## config.mk

```make
export PLATFORM = sky130hd
export DESIGN_NAME = safety_state_cross_check_core
export DESIGN_NICKNAME = d
export VERILOG_FILES = /design/src/hw/rtl/sscc_pkg.sv /design/src/hw/rtl/sscc_step.sv /design/src/hw/rtl/safety_state_cross_check_core.sv
export SDC_FILE = /design/constraint.sdc
export NUM_CORES = 1
export LEC_CHECK = 0
export BUFFER_PORTS_ARGS = -buffer_cell sky130_fd_sc_hd__buf_4
export CAP_MARGIN = 5
export CORE_MARGIN = 3
export CORE_UTILIZATION = 50
export CTS_CLUSTER_SIZE = 30
export DETAILED_ROUTE_END_ITERATION = 7
export PLACE_DENSITY = 0.74
export SLEW_MARGIN = 20
export SYNTH_ARGS = -nofsm -noshare
export SYNTH_HDL_FRONTEND = slang
export SYNTH_HIERARCHICAL = 1
export SYNTH_SLANG_ARGS = --single-unit
```

## constraint.sdc

```tcl
create_clock -name i_clk -period 3.5 [get_ports i_clk]
set_input_delay 0.7 -clock i_clk [delete_from_list [all_inputs] [get_ports i_clk]]
set_output_delay 0.7 -clock i_clk [all_outputs]
set_load 0.02 [all_outputs]
```

## src/hw/rtl/sscc_pkg.sv

```systemverilog
`default_nettype none

package sscc_pkg;

    // Controller states
    typedef enum logic [2:0] {
        ST_POWER_UP   = 3'd0,
        ST_LOCKED     = 3'd1,
        ST_FAULT      = 3'd2,
        ST_OVERRUN    = 3'd3,
        ST_FW_UPDATE  = 3'd4,
        ST_HARD_FAULT = 3'd5
    } t_ctrl_state;

    // Partner channel status
    typedef enum logic [1:0] {
        PARTNER_OFFLINE  = 2'd0,
        PARTNER_OK       = 2'd1,
        PARTNER_MISMATCH = 2'd2
    } t_partner;

    // Item kinds on the input tuser bit
    localparam logic REQ_TRANSITION = 1'b0;
    localparam logic REQ_CROSSCHECK = 1'b1;

    // Configuration register indexes
    localparam int unsigned CFG_IDX_W = 1;
    localparam logic [CFG_IDX_W-1:0] CFG_DIAG_ENABLE   = 1'd0;
    localparam logic [CFG_IDX_W-1:0] CFG_MISMATCH_LIMIT = 1'd1;

    localparam logic [7:0] MISMATCH_LIMIT_RST = 8'd3;
    localparam logic [7:0] MISMATCH_SAT       = 8'd255;

    // Persistent controller state
    typedef struct packed {
        t_ctrl_state ctrl;
        t_partner    partner;
        logic        pass;
        logic [7:0]  total;
        logic        byte_differs;
    } t_state;

    // One result item
    typedef struct packed {
        logic        wdc;
        logic        off;
        logic [7:0]  mismatches;
        logic        check_passing;
        logic [1:0]  partner_state;
        logic [2:0]  controller_state;
        logic        status;
    } t_result;

    // Allowed moves besides a self transition; bit t of entry s allows s -> t
    function automatic logic [5:0] allowed_mask(input t_ctrl_state from);
        logic [5:0] m;
        m = 6'b000000;
        unique case (from)
            ST_POWER_UP:   m = 6'b100010;
            ST_LOCKED:     m = 6'b111100;
            ST_FAULT:      m = 6'b100010;
            ST_OVERRUN:    m = 6'b100100;
            ST_FW_UPDATE:  m = 6'b100001;
            ST_HARD_FAULT: m = 6'b000000;
            default:       m = 6'b000000;
        endcase
        return m;
    endfunction

    function automatic logic transition_ok(input t_ctrl_state from, input logic [2:0] to);
        logic [5:0] m;
        logic       ok;
        m  = allowed_mask(from);
        ok = 1'b0;
        if (to <= 3'd5) begin
            ok = (to == from) || m[to];
        end
        return ok;
    endfunction

endpackage

`default_nettype wire

```

## src/hw/rtl/sscc_step.sv

```systemverilog
`default_nettype none

module sscc_step (
    input  sscc_pkg::t_state  i_state,
    input  logic              i_diag_enable,
    input  logic [7:0]        i_mismatch_limit,
    input  logic              i_req_type,
    input  logic [2:0]        i_target_state,
    input  logic [7:0]        i_my_byte,
    input  logic [7:0]        i_partner_byte,
    input  logic              i_last_byte,
    output sscc_pkg::t_state  o_state,
    output sscc_pkg::t_result o_result,
    output logic              o_result_valid
);
    import sscc_pkg::*;

    logic       differs;
    logic [7:0] total_inc;
    logic       fault_ok;
    logic       req_ok;

    always_comb begin
        differs   = i_state.byte_differs | (i_my_byte != i_partner_byte);
        total_inc = (i_state.total == MISMATCH_SAT) ? i_state.total : i_state.total + 8'd1;
        fault_ok  = transition_ok(i_state.ctrl, 3'(ST_FAULT));
        req_ok    = transition_ok(i_state.ctrl, i_target_state);

        o_state        = i_state;
        o_result_valid = 1'b1;
        o_result       = '0;

        if (i_req_type == REQ_TRANSITION) begin
            o_result.status = ~req_ok;
            if (req_ok) begin
                o_state.ctrl = t_ctrl_state'(i_target_state);
                o_result.off = (i_target_state == 3'(ST_FAULT))
                            || (i_target_state == 3'(ST_HARD_FAULT))
                            || (i_target_state == 3'(ST_OVERRUN));
                o_result.wdc = (i_target_state == 3'(ST_LOCKED));
            end
        end else if (!i_last_byte) begin
            // Intermediate pair: fold into the running difference, no item out
            o_state.byte_differs = differs;
            o_result_valid       = 1'b0;
        end else begin
            o_state.byte_differs = 1'b0;
            if (i_diag_enable) begin
                if (!differs) begin
                    o_state.pass    = 1'b1;
                    o_state.partner = PARTNER_OK;
                    o_state.total   = '0;
                end else begin
                    o_state.pass  = 1'b0;
                    o_state.total = total_inc;
                    if (total_inc > i_mismatch_limit) begin
                        o_state.partner = PARTNER_MISMATCH;
                        if (fault_ok) begin
                            o_state.ctrl = ST_FAULT;
                            o_result.off = 1'b1;
                        end
                    end
                end
                o_result.status = differs || (o_state.partner == PARTNER_OFFLINE);
            end
        end

        o_result.controller_state = o_state.ctrl;
        o_result.partner_state    = o_state.partner;
        o_result.check_passing    = o_state.pass;
        o_result.mismatches       = o_state.total;
    end

endmodule

`default_nettype wire

```

## src/hw/rtl/safety_state_cross_check_core.sv

```systemverilog
`default_nettype none

// Safety state controller with dual-channel cross-check. Each input item is
// either a transition request (tuser = 0, target state in tdata) or one byte
// pair of a cross-check (tuser = 1, tlast marks the final pair). Requests and
// final pairs produce one output item; intermediate pairs produce none. The
// block takes one item per clock while the output is not stalled: an item is
// registered on entry, evaluated against the controller state in one
// combinational pass, and moves into the output register once that register
// is empty or being taken, and tvalid is driven from that register.
// The input register holds one item while the output is stalled, so the
// slave side drops ready only when both stages are full and the output is
// stalled. Configuration (diagnostic enable, mismatch limit) is written
// through a plain write port and must only change while the block is idle.
module safety_state_cross_check_core (
    input  logic                          i_clk,
    input  logic                          i_rst_n,
    // Configuration write port
    input  logic                          i_cfg_wr_en,
    input  logic [sscc_pkg::CFG_IDX_W-1:0] i_cfg_index,
    input  logic [7:0]                    i_cfg_wdata,
    // Input stream
    input  logic                          i_s_axis_tvalid,
    output logic                          o_s_axis_tready,
    input  logic [23:0]                   i_s_axis_tdata,  // target_state[2:0], my_byte[10:3],
                                                           // partner_byte[18:11], zero fill
    input  logic                          i_s_axis_tuser,  // req_type
    input  logic                          i_s_axis_tlast,  // last_byte
    // Output stream
    output logic                          o_m_axis_tvalid,
    input  logic                          i_m_axis_tready,
    output logic [23:0]                   o_m_axis_tdata   // status[0], controller_state[3:1],
                                                           // partner_state[5:4],
                                                           // check_passing[6], mismatches[14:7],
                                                           // outputs_off[15], watchdog_clear[16],
                                                           // zero fill
);
    import sscc_pkg::*;

    // Configuration registers
    logic       r_diag_enable;
    logic [7:0] r_mismatch_limit;

    // Controller state
    t_state r_state;
    t_state n_state;

    // Input stage
    logic       r_in_valid;
    logic       r_in_req_type;
    logic [2:0] r_in_target;
    logic [7:0] r_in_my_byte;
    logic [7:0] r_in_partner_byte;
    logic       r_in_last;

    // Output stage
    logic    r_out_valid;
    t_result r_out;
    t_result n_result;
    logic    n_result_valid;

    logic out_advance;
    logic in_accept;

    // Output register frees when empty or taken this cycle
    assign out_advance     = !r_out_valid || i_m_axis_tready;
    assign o_s_axis_tready = !r_in_valid || out_advance;
    assign in_accept       = i_s_axis_tvalid && o_s_axis_tready;

    sscc_step u_step (
        .i_state          (r_state),
        .i_diag_enable    (r_diag_enable),
        .i_mismatch_limit (r_mismatch_limit),
        .i_req_type       (r_in_req_type),
        .i_target_state   (r_in_target),
        .i_my_byte        (r_in_my_byte),
        .i_partner_byte   (r_in_partner_byte),
        .i_last_byte      (r_in_last),
        .o_state          (n_state),
        .o_result         (n_result),
        .o_result_valid   (n_result_valid)
    );

    // Configuration writes
    always_ff @(posedge i_clk) begin
        if (!i_rst_n) begin
            r_diag_enable    <= 1'b1;
            r_mismatch_limit <= MISMATCH_LIMIT_RST;
        end else if (i_cfg_wr_en) begin
            unique case (i_cfg_index)
                CFG_DIAG_ENABLE:    r_diag_enable    <= i_cfg_wdata[0];
                CFG_MISMATCH_LIMIT: r_mismatch_limit <= i_cfg_wdata;
                default:            ;
            endcase
        end
    end

    // Pipeline control and state update
    always_ff @(posedge i_clk) begin
        if (!i_rst_n) begin
            r_in_valid  <= 1'b0;
            r_out_valid <= 1'b0;
            r_state     <= '{ctrl: ST_POWER_UP, partner: PARTNER_OFFLINE, pass: 1'b1,
                             total: 8'd0, byte_differs: 1'b0};
        end else begin
            // Commit the registered item when the output stage can take it
            if (out_advance) begin
                r_out_valid <= r_in_valid && n_result_valid;
                if (r_in_valid) begin
                    r_state <= n_state;
                end
            end
            if (in_accept) begin
                r_in_valid <= 1'b1;
            end else if (out_advance) begin
                r_in_valid <= 1'b0;
            end
        end
    end

    // Payload registers
    always_ff @(posedge i_clk) begin
        if (in_accept) begin
            r_in_req_type     <= i_s_axis_tuser;
            r_in_target       <= i_s_axis_tdata[2:0];
            r_in_my_byte      <= i_s_axis_tdata[10:3];
            r_in_partner_byte <= i_s_axis_tdata[18:11];
            r_in_last         <= i_s_axis_tlast;
        end
        if (out_advance && r_in_valid) begin
            r_out <= n_result;
        end
    end

    assign o_m_axis_tvalid = r_out_valid;
    assign o_m_axis_tdata  = {7'd0, r_out};

    // Hard fault is terminal
    a_hard_fault_sticky: assert property (@(posedge i_clk) disable iff (!i_rst_n)
        r_state.ctrl == ST_HARD_FAULT |=> r_state.ctrl == ST_HARD_FAULT)
        else $error("left hard fault state");

    // A mismatched partner implies a nonzero count
    a_mismatch_count: assert property (@(posedge i_clk) disable iff (!i_rst_n)
        r_state.partner == PARTNER_MISMATCH |-> r_state.total != 8'd0)
        else $error("partner mismatch with zero count");

    // A failed check implies a nonzero count
    a_fail_count: assert property (@(posedge i_clk) disable iff (!i_rst_n)
        !r_state.pass |-> r_state.total != 8'd0)
        else $error("failing check with zero count");

    // De-energize and watchdog clear never in the same item
    a_flags_exclusive: assert property (@(posedge i_clk) disable iff (!i_rst_n)
        r_out_valid |-> !(r_out.off && r_out.wdc))
        else $error("outputs_off and watchdog_clear together");

endmodule

`default_nettype wire

```

### Yosys cells after proc, flatten, opt, wreduce, memory -nomap -nowiden

Index checks and enable logic that the tools add are counted.

| word-level totals | value |
|---|---|
| register bits | 64 |
| input port bits | 40 |
| output and inout bits | 26 |
| logic and storage cells | 93 |

| operators by class | value |
|---|---|
| add/sub/neg operators | 1 |
| $lt $le $gt $ge | 3 |
| equality and inequality tests | 12 |
| multiplexer cells | 32 |
| bitwise logic cells | 3 |
| reduce and logical (&&, ||, !) cells | 21 |

Operators by type and width:

| cell | count |
|---|---|
| $mux 11 | 4 |
| $mux 14 | 2 |
| $pmux 6 s4 | 1 |
| $mux 1 | 17 |
| $eq 3x2->1 const B | 4 |
| $mux 12 | 1 |
| $mux 3 | 4 |
| $add 8x1->8 const B | 1 |
| $eq 8x8->1 const B | 1 |
| $gt 8x8->1 | 1 |
| $mux 8 | 1 |
| $ne 8x8->1 | 1 |
| $logic_or 1x1->1 | 7 |
| $eq 3x1->1 const B | 2 |
| $eq 3x3->1 const B | 2 |
| $reduce_and 2->1 | 3 |
| $mux 5 | 1 |
| $lt 3x4->1 const B | 1 |
| $reduce_or 2->1 | 2 |
| $bmux 1 s3 | 1 |
| $eq 2x3->1 const A | 1 |
| $eq 3x3->1 | 1 |
| $le 3x3->1 const B | 1 |
| $logic_and 1x1->1 | 3 |
| 7 further kinds | 9 |

### Logic depth before layout (Yosys ltp)

Gate-level depths: netlist (run 1).

| logic depth | value |
|---|---|
| word-level depth | 15 |
| mapped depth | 16 |
| depth with buffers taken out | 13 |

### Modules after synthesis

The synthesis (run 1) kept the hierarchy.

Modules (own cells, without submodules):

| module | times used | cells each | area an instance (um^2) | seq. area each (um^2) |
|---|---|---|---|---|
| safety_state_cross_check_core | 1 | 161 | 2235.9 | 1661.6 |
| sscc_step | 1 | 156 | 1012.2 | 0.0 |

### Worst setup path before layout (run 1)

Ideal clock, no wire load.

| path | value |
|---|---|
| kind | register -> register |
| start | reg r_state[1] (netlist name) |
| end | reg r_state[12] (netlist name) |
| setup time | 0.122 ns |
| arrival time | 2.781 ns |
| required time | 3.378 ns |
| slack | 0.597 ns |
| cell stages (with the launch flop) | 17 |
| path buffers | 3 |
| clock period less this slack | 2.903 ns |
| path through | dfxtp_1 ha_1 clkbuf_1 nand3_1 nand2b_1 clkbuf_1 nand2_1 o21ai_0 ha_1 nor2b_1 o211ai_1 o2111a_1 nor3_1 o221ai_1 buf_4 nand2_1 mux2i_1 |

RTL lines:

| element | line | source |
|---|---|---|
| start, declared | safety_state_cross_check_core.sv:45 | `t_state r_state;` |
| start signal, assigned | safety_state_cross_check_core.sv:103 | `r_state <= '{ctrl: ST_POWER_UP, partner: PARTNER_OFFLINE, pass: 1'b1,` |
| start signal, assigned | safety_state_cross_check_core.sv:110 | `r_state <= n_state;` |

==> impl_metrics.toml, run 1 <==
[status]
outcome = "finished clean"

[timing]
setup_viol = 0
drv_slew = 0
period_minus_slack_ns = 3.14
grt_setup_unrepaired = "no"
max_freq_mhz = 318
finClkSkew_ns = 0.00533
setup_slack_ns = 0.356
period_share_pct = 89.8
tightest_slew_ns = 0.869
fin_setup_tns_ns = 0
final_hold_viol_count = 0
relSlewSlack_pct = 42.1

[global_routing]
gr-total-overflow = 0
grt_util_all_layers_pct = 16.9
grt_pass1_wl_um = 10000
grt_start_max_net_pins = 41
grt_pass1_vias = 2260
antenna_found_initial = 0

[critical_path]
end_kind = "register"
critPathKind = "reg2reg"
critical_path_arrival_ns = 3.39
cp_max_fo = 9
critPathRequiredTime_ns = 3.75
startpoint_type = "register"

[pwr]
internal_power_mw = 1.38
clkPwrFrac_pct = 42.7
p_switching_uw = 404
power.share.sequential_pct = 47.8
p_per_area_nw_per_um2 = 472
leakagePower_nw = 1.47
peakVddDrop_uv = 317
total_power_mw = 1.79
p_comb_share_pct = 9.5
switching_share_pct = 22.6

[synthesis]
synth-edff-count = 38
yosysSeqAreaShare_pct = 51.2
ys_seq_elements = 64
synthFlopType = "edfxtp_1"
ys_async_sr_fraction_pct = 0
yosysWarningCount = 6
synthCells = 317
synth_cell_types = 55
netlist_area_um2 = 3250
syn_avg_cell_area_um2 = 10.2

[placed_design]
portBuffers = 53
dpl_cell_area_um2 = 3540
pre_cts_slack_ns = 0.290
place_inst = 417
place.gp.congestion = 0.866
hpwl_um = 4160

[floorplan]
dieHeight_um = 86.6
die_w_um = 86.6
io_pins = 66
num_rows = 28
core_area_um2 = 6100
start_util_pct = 53.3
die-area_um2 = 7500

[clocking]
post_cts_buffers = 0
worstSkewPairLatency_ns = 0.33
root_buffer = "clkbuf_8"
cts_tree = "yes"
cts_buffers = 9
clock_sinks = 64
cts.path.max_buffers = 2
clk_pin_slew_worst_paths_ns = 0.07
htreeDepth = 3

[cells_and_area]
diodes = 0
stdcell_count = 433
drive_gt1_share_pct = 22.6
multi_input_area_um2 = 1330
nets = 402
syn_to_final_growth_pct = 16.6
seq_area_um2 = 1660
nFillCells = 529
design_area_um2 = 3790

[min_path]
hold_class = "reg2reg"

[route]
drt_iter0_drc = 162
wl_um = 5910
num_vias = 2338
via_per_inst = 5.40
dr.pass1.iters = 4
ant_nets = 0
drc = 0
wl_per_cell_um = 13.6

[run]
maxCapViolCount = 0
## registers in the layout, indices dropped and copies added (netlist names), 3 cells and up
name and count:
r_in_target 3, r_in_my_byte 8, r_in_partner_byte 8, o_m_axis_tdata 17, r_mismatch_limit 8, r_state 15
## Yosys cell counts, types with 6 or more instances
master | instances | area (µm²)
nand3_1 | 12 | 60.1
mux2i_1 | 16 | 160
clkbuf_1 | 10 | 37.5
ha_1 | 9 | 113
a21boi_0 | 6 | 45.0
inv_1 | 13 | 48.8
edfxtp_1 | 38 | 1140
nand2_1 | 64 | 240
nor2_1 | 7 | 26.3
o21ai_0 | 6 | 30.0
dfxtp_1 | 26 | 521
buf_4 | 21 | 158
xor2_1 | 8 | 70.1
a21oi_1 | 13 | 65.1
## metrics by stage
stage                     utilization (%)  hold WS (ns)
final                                62.2         0.463
after global routing                 62.2         0.484
after CTS                            62.1         0.469
after detailed placement             58.1         0.459
after global placement               58.1         0.442
after floorplan                         -         0.431
## placed cells by master, fill, tap and decap left out, drive strengths merged, types with 4 or more instances in the layout
master / count
nand2: 64
buf: 54
edfxtp: 38
dfxtp: 26
mux2i: 16
inv: 14
a21oi: 13
nand3: 12
o21ai: 10
clkbuf: 9
ha: 9
xor2: 8
nor2: 8
conb: 7
a21boi: 6
nand4: 5
nor2b: 5
nand2b: 4
xnor2: 4
nor3: 4
## cell type report
type / instances / area share, %
multi-input cells: 210 / 35.1
flip-flops and latches: 64 / 43.9
clock inverters: 7 / 3.17
clock buffers: 9 / 3.27
repair buffers: 54 / 10.7
well taps: 75 / 2.48
inverters: 14 / 1.39
## kinds of logic after synthesis
logic type	share of synthesized area [%]
simple gates	17.0
flops	51.2
compound gates	10.4
buf+inv	8.71
mux	5.97
xor+xnor	3.24
fa+ha+maj	3.47
other cells	0.115
## worst max-delay path, cell delays in order (launching register included)
cell and delay [ns]:
dfxtp_1 0.43, ha_1 0.36, nand3_1 0.17, nand2b_1 0.32, nand2_1 0.15, o21ai_0 0.11
ha_1 0.30, nor2b_1 0.16, o211ai_1 0.09, o2111a_1 0.17, nor3_1 0.34, o22a_1 0.23
nand2_1 0.06, mux2i_1 0.17
## path summary, 6_finish.rpt
path | from | to | slack [ns] | cells past startpoint
setup / recovery | r_state[2]$_SDFFE_PN0P_ | r_state[11]$_SDFFE_PN0P_ | 0.36 | 13
hold / removal | r_mismatch_limit[5]$_SDFFE_PN0P_ | r_mismatch_limit[5]$_SDFFE_PN0P_ | 0.46 | 2
hold reg to reg | r_mismatch_limit[5]$_SDFFE_PN0P_ | r_mismatch_limit[5]$_SDFFE_PN0P_ | 0.46 | 2
setup reg to reg | r_state[2]$_SDFFE_PN0P_ | r_state[11]$_SDFFE_PN0P_ | 0.36 | 13
## per-layer routing
metal	routed length (µm)	track usage, %
met1	2690	22.2
met2	2770	26.9
met3	353	3.80
met4	92	7.37
met5	0	0
## power by group through the flow
| stage | registers, mW | logic, mW | clock network [mW] |
|---|---|---|---|
| after floorplan | 0.879 | 0.110 | 0 |
| after global placement | 0.870 | 0.166 | 0 |
| after detailed placement | 0.871 | 0.169 | 0 |
| after CTS | 0.854 | 0.170 | 0.779 |
| after global routing | 0.858 | 0.189 | 0.818 |
| final | 0.854 | 0.170 | 0.763 |
## what timing repair did
action / in CTS / in global routing
endpoints found under the setup margin: 0 / 2
resized for setup: 0 / 1
hold buffers: 0 / 0
Power figures use the tool's default switching activity.
==> inputs of run 2 (changes only) <==
--- a/config.mk
+++ b/config.mk
@@ -12,6 +12,7 @@
 export CTS_CLUSTER_SIZE = 30
 export DETAILED_ROUTE_END_ITERATION = 7
 export PLACE_DENSITY = 0.74
+export RECOVER_POWER = 25
 export SLEW_MARGIN = 20
 export SYNTH_ARGS = -nofsm -noshare
 export SYNTH_HDL_FRONTEND = slang
==> impl_metrics.toml, run 2 (same netlist as run 1, synthesis figures left out) <==
[route]
via_per_inst = 5.40
dr.pass1.iters = 4
ant_nets = 0
wl_per_cell_um = 13.6
drt_iter0_drc = 164
num_vias = 2337
drc = 0
wl_um = 5900

[critical_path]
startpoint_type = "register"
critPathKind = "reg2reg"
timing.rr.start = "r_state[2]$_SDFFE_PN0P_"
end_kind = "register"
critPathRequiredTime_ns = 3.75
cp_slowest_cell = "dfxtp_1"
rrSetupSlack_ns = 0.38
slowest_delay_ns = 0.43
cp_max_fo = 9
critical_path_arrival_ns = 3.37
rr_endpoint = "r_state[11]$_SDFFE_PN0P_"
reg2reg_depth = 13
crit_chain = "ha_1 > nand3_1 > nand2b_1 > nand2_1 > o21ai_0 > ha_1 > nor2b_1 > o211ai_1 > o2111a_1 > nor3_1 > o22a_1 > nand2_1 > mux2i_1"

[floorplan]
core_area_um2 = 6100
dieHeight_um = 86.6
num_rows = 28
start_util_pct = 53.3
io_pins = 66
die-area_um2 = 7500
die_w_um = 86.6

[global_routing]
grt_pass1_vias = 2260
gr-total-overflow = 0
antenna_found_initial = 0
grt_pass1_wl_um = 10000
grt_util_all_layers_pct = 16.9
grt_start_max_net_pins = 41

[pwr]
internal_power_mw = 1.38
power.share.sequential_pct = 47.8
p_comb_share_pct = 9.4
leakagePower_nw = 1.46
p_per_area_nw_per_um2 = 473
switching_share_pct = 22.6
clkPwrFrac_pct = 42.8
peakVddDrop_uv = 317
p_switching_uw = 404

[timing]
relSlewSlack_pct = 41.3
setup_viol = 0
max_freq_mhz = 321
tightest_slew_ns = 0.881
holdWs_ns = 0.463
grt_setup_unrepaired = "no"
drv_slew = 0
period_share_pct = 89.1
fin_setup_tns_ns = 0
final_hold_viol_count = 0
period_minus_slack_ns = 3.12
finClkSkew_ns = 0.00532

[cells_and_area]
nets = 402
final_common_cell = "nand2_1"
layout_common_cells = "nand2_1, edfxtp_1, buf_4"
seq_area_um2 = 1660
stdcell_count = 433
drive_gt1_share_pct = 22.1
largest_register_ffs = 17
diodes = 0
syn_to_final_growth_pct = 16.3
multi_input_area_um2 = 1320
nFillCells = 531

[clocking]
cts.path.max_buffers = 2
clock_sinks = 64
htreeDepth = 3
ctsResizeCount = 0
post_cts_buffers = 0
worstSkewPairLatency_ns = 0.33
postCtsHoldBufs = 0
clk_pin_slew_worst_paths_ns = 0.07
cts_buffers = 9
cts_tree = "yes"
root_buffer = "clkbuf_8"

[placed_design]
place_inst = 417
place.gp.congestion = 0.866
portBuffers = 53
hpwl_um = 4160

[min_path]
hold_class = "reg2reg"
worst_hold_startpoint = "r_mismatch_limit[5]$_SDFFE_PN0P_"
min_to = "r_mismatch_limit[5]$_SDFFE_PN0P_"
hold_depth = 2

[run]
maxCapViolCount = 0

[status]
outcome = "finished clean"
## run 2: cell types whose count changed in the layout (fill, tap and decap cells not counted), sizes merged
cell	before	now
buf	54	31
clkbuf	9	32
## run 2: power by group through the flow
stage / sequential, mW / clock, mW / combinational, mW
2_1_floorplan: 0.879 / 0 / 0.110
3_3_place_gp: 0.870 / 0 / 0.166
3_5_place_dp: 0.871 / 0 / 0.169
4_1_cts: 0.854 / 0.779 / 0.170
5_1_grt: 0.858 / 0.818 / 0.186
6_report: 0.854 / 0.764 / 0.167
## run 2: worst max-delay path, delay by kind of cell (launching register included)
kind                       cells  cell delay (ns)
DFF                            1             0.43
and+or+nand+nor                6             1.18
muxes                          1             0.17
AOI/OAI and AO/OA              4             0.60
adders and majority gates      2             0.66
## run 2: area by class of cell
cell class / count / area share (%)
clock inverter: 7 / 3.18
tap: 75 / 2.48
sequential: 64 / 44.0
inverter: 14 / 1.39
clock buffer: 9 / 3.28
timing repair buffer: 54 / 10.6
multi-input combinational: 210 / 35.0
## run 2: worst max-delay path by stage
stage,startpoint,to,slack (ns),depth (start not counted)
3_5_place_dp,r_state[2]$_SDFFE_PN0P_,r_state[12]$_SDFFE_PN0P_,0.29,13
2_1_floorplan,r_state[1]$_SDFFE_PN0P_,r_state[12]$_SDFFE_PN0P_,0.60,16
4_1_cts,r_state[2]$_SDFFE_PN0P_,r_state[12]$_SDFFE_PN0P_,0.28,13
3_3_place_gp,r_state[2]$_SDFFE_PN0P_,o_m_axis_tdata[1]$_DFFE_PP_,0.36,11
6_report,r_state[2]$_SDFFE_PN0P_,r_state[11]$_SDFFE_PN0P_,0.38,13
5_1_grt,r_state[2]$_SDFFE_PN0P_,r_state[11]$_SDFFE_PN0P_,0.12,13
## run 2: layer usage
layer | wire length [µm] | track usage (%) | vias up | share of wire [%]
li1 | - | - | 1154 | -
met1 | 2690 | 22.2 | 1098 | 46
met2 | 2770 | 26.9 | 73 | 47
met3 | 341 | 3.80 | 12 | 5.8
met4 | 92 | 7.37 | 0 | 1.6
met5 | 0 | 0 | - | 0
## run 2: stage by stage
| stage | utilization, % | cell area (µm²) | setup WS, ns | power [mW] |
|---|---|---|---|---|
| 2_1_floorplan | - | 3270 | 0.597 | 0.989 |
| 3_5_place_dp | 58.1 | 3540 | 0.290 | 1.04 |
| 4_1_cts | 62.1 | 3780 | 0.283 | 1.80 |
| 5_1_grt | 62.0 | 3780 | 0.122 | 1.86 |
| 3_3_place_gp | 58.1 | 3540 | 0.363 | 1.04 |
| 6_report | 62.0 | 3780 | 0.383 | 1.79 |
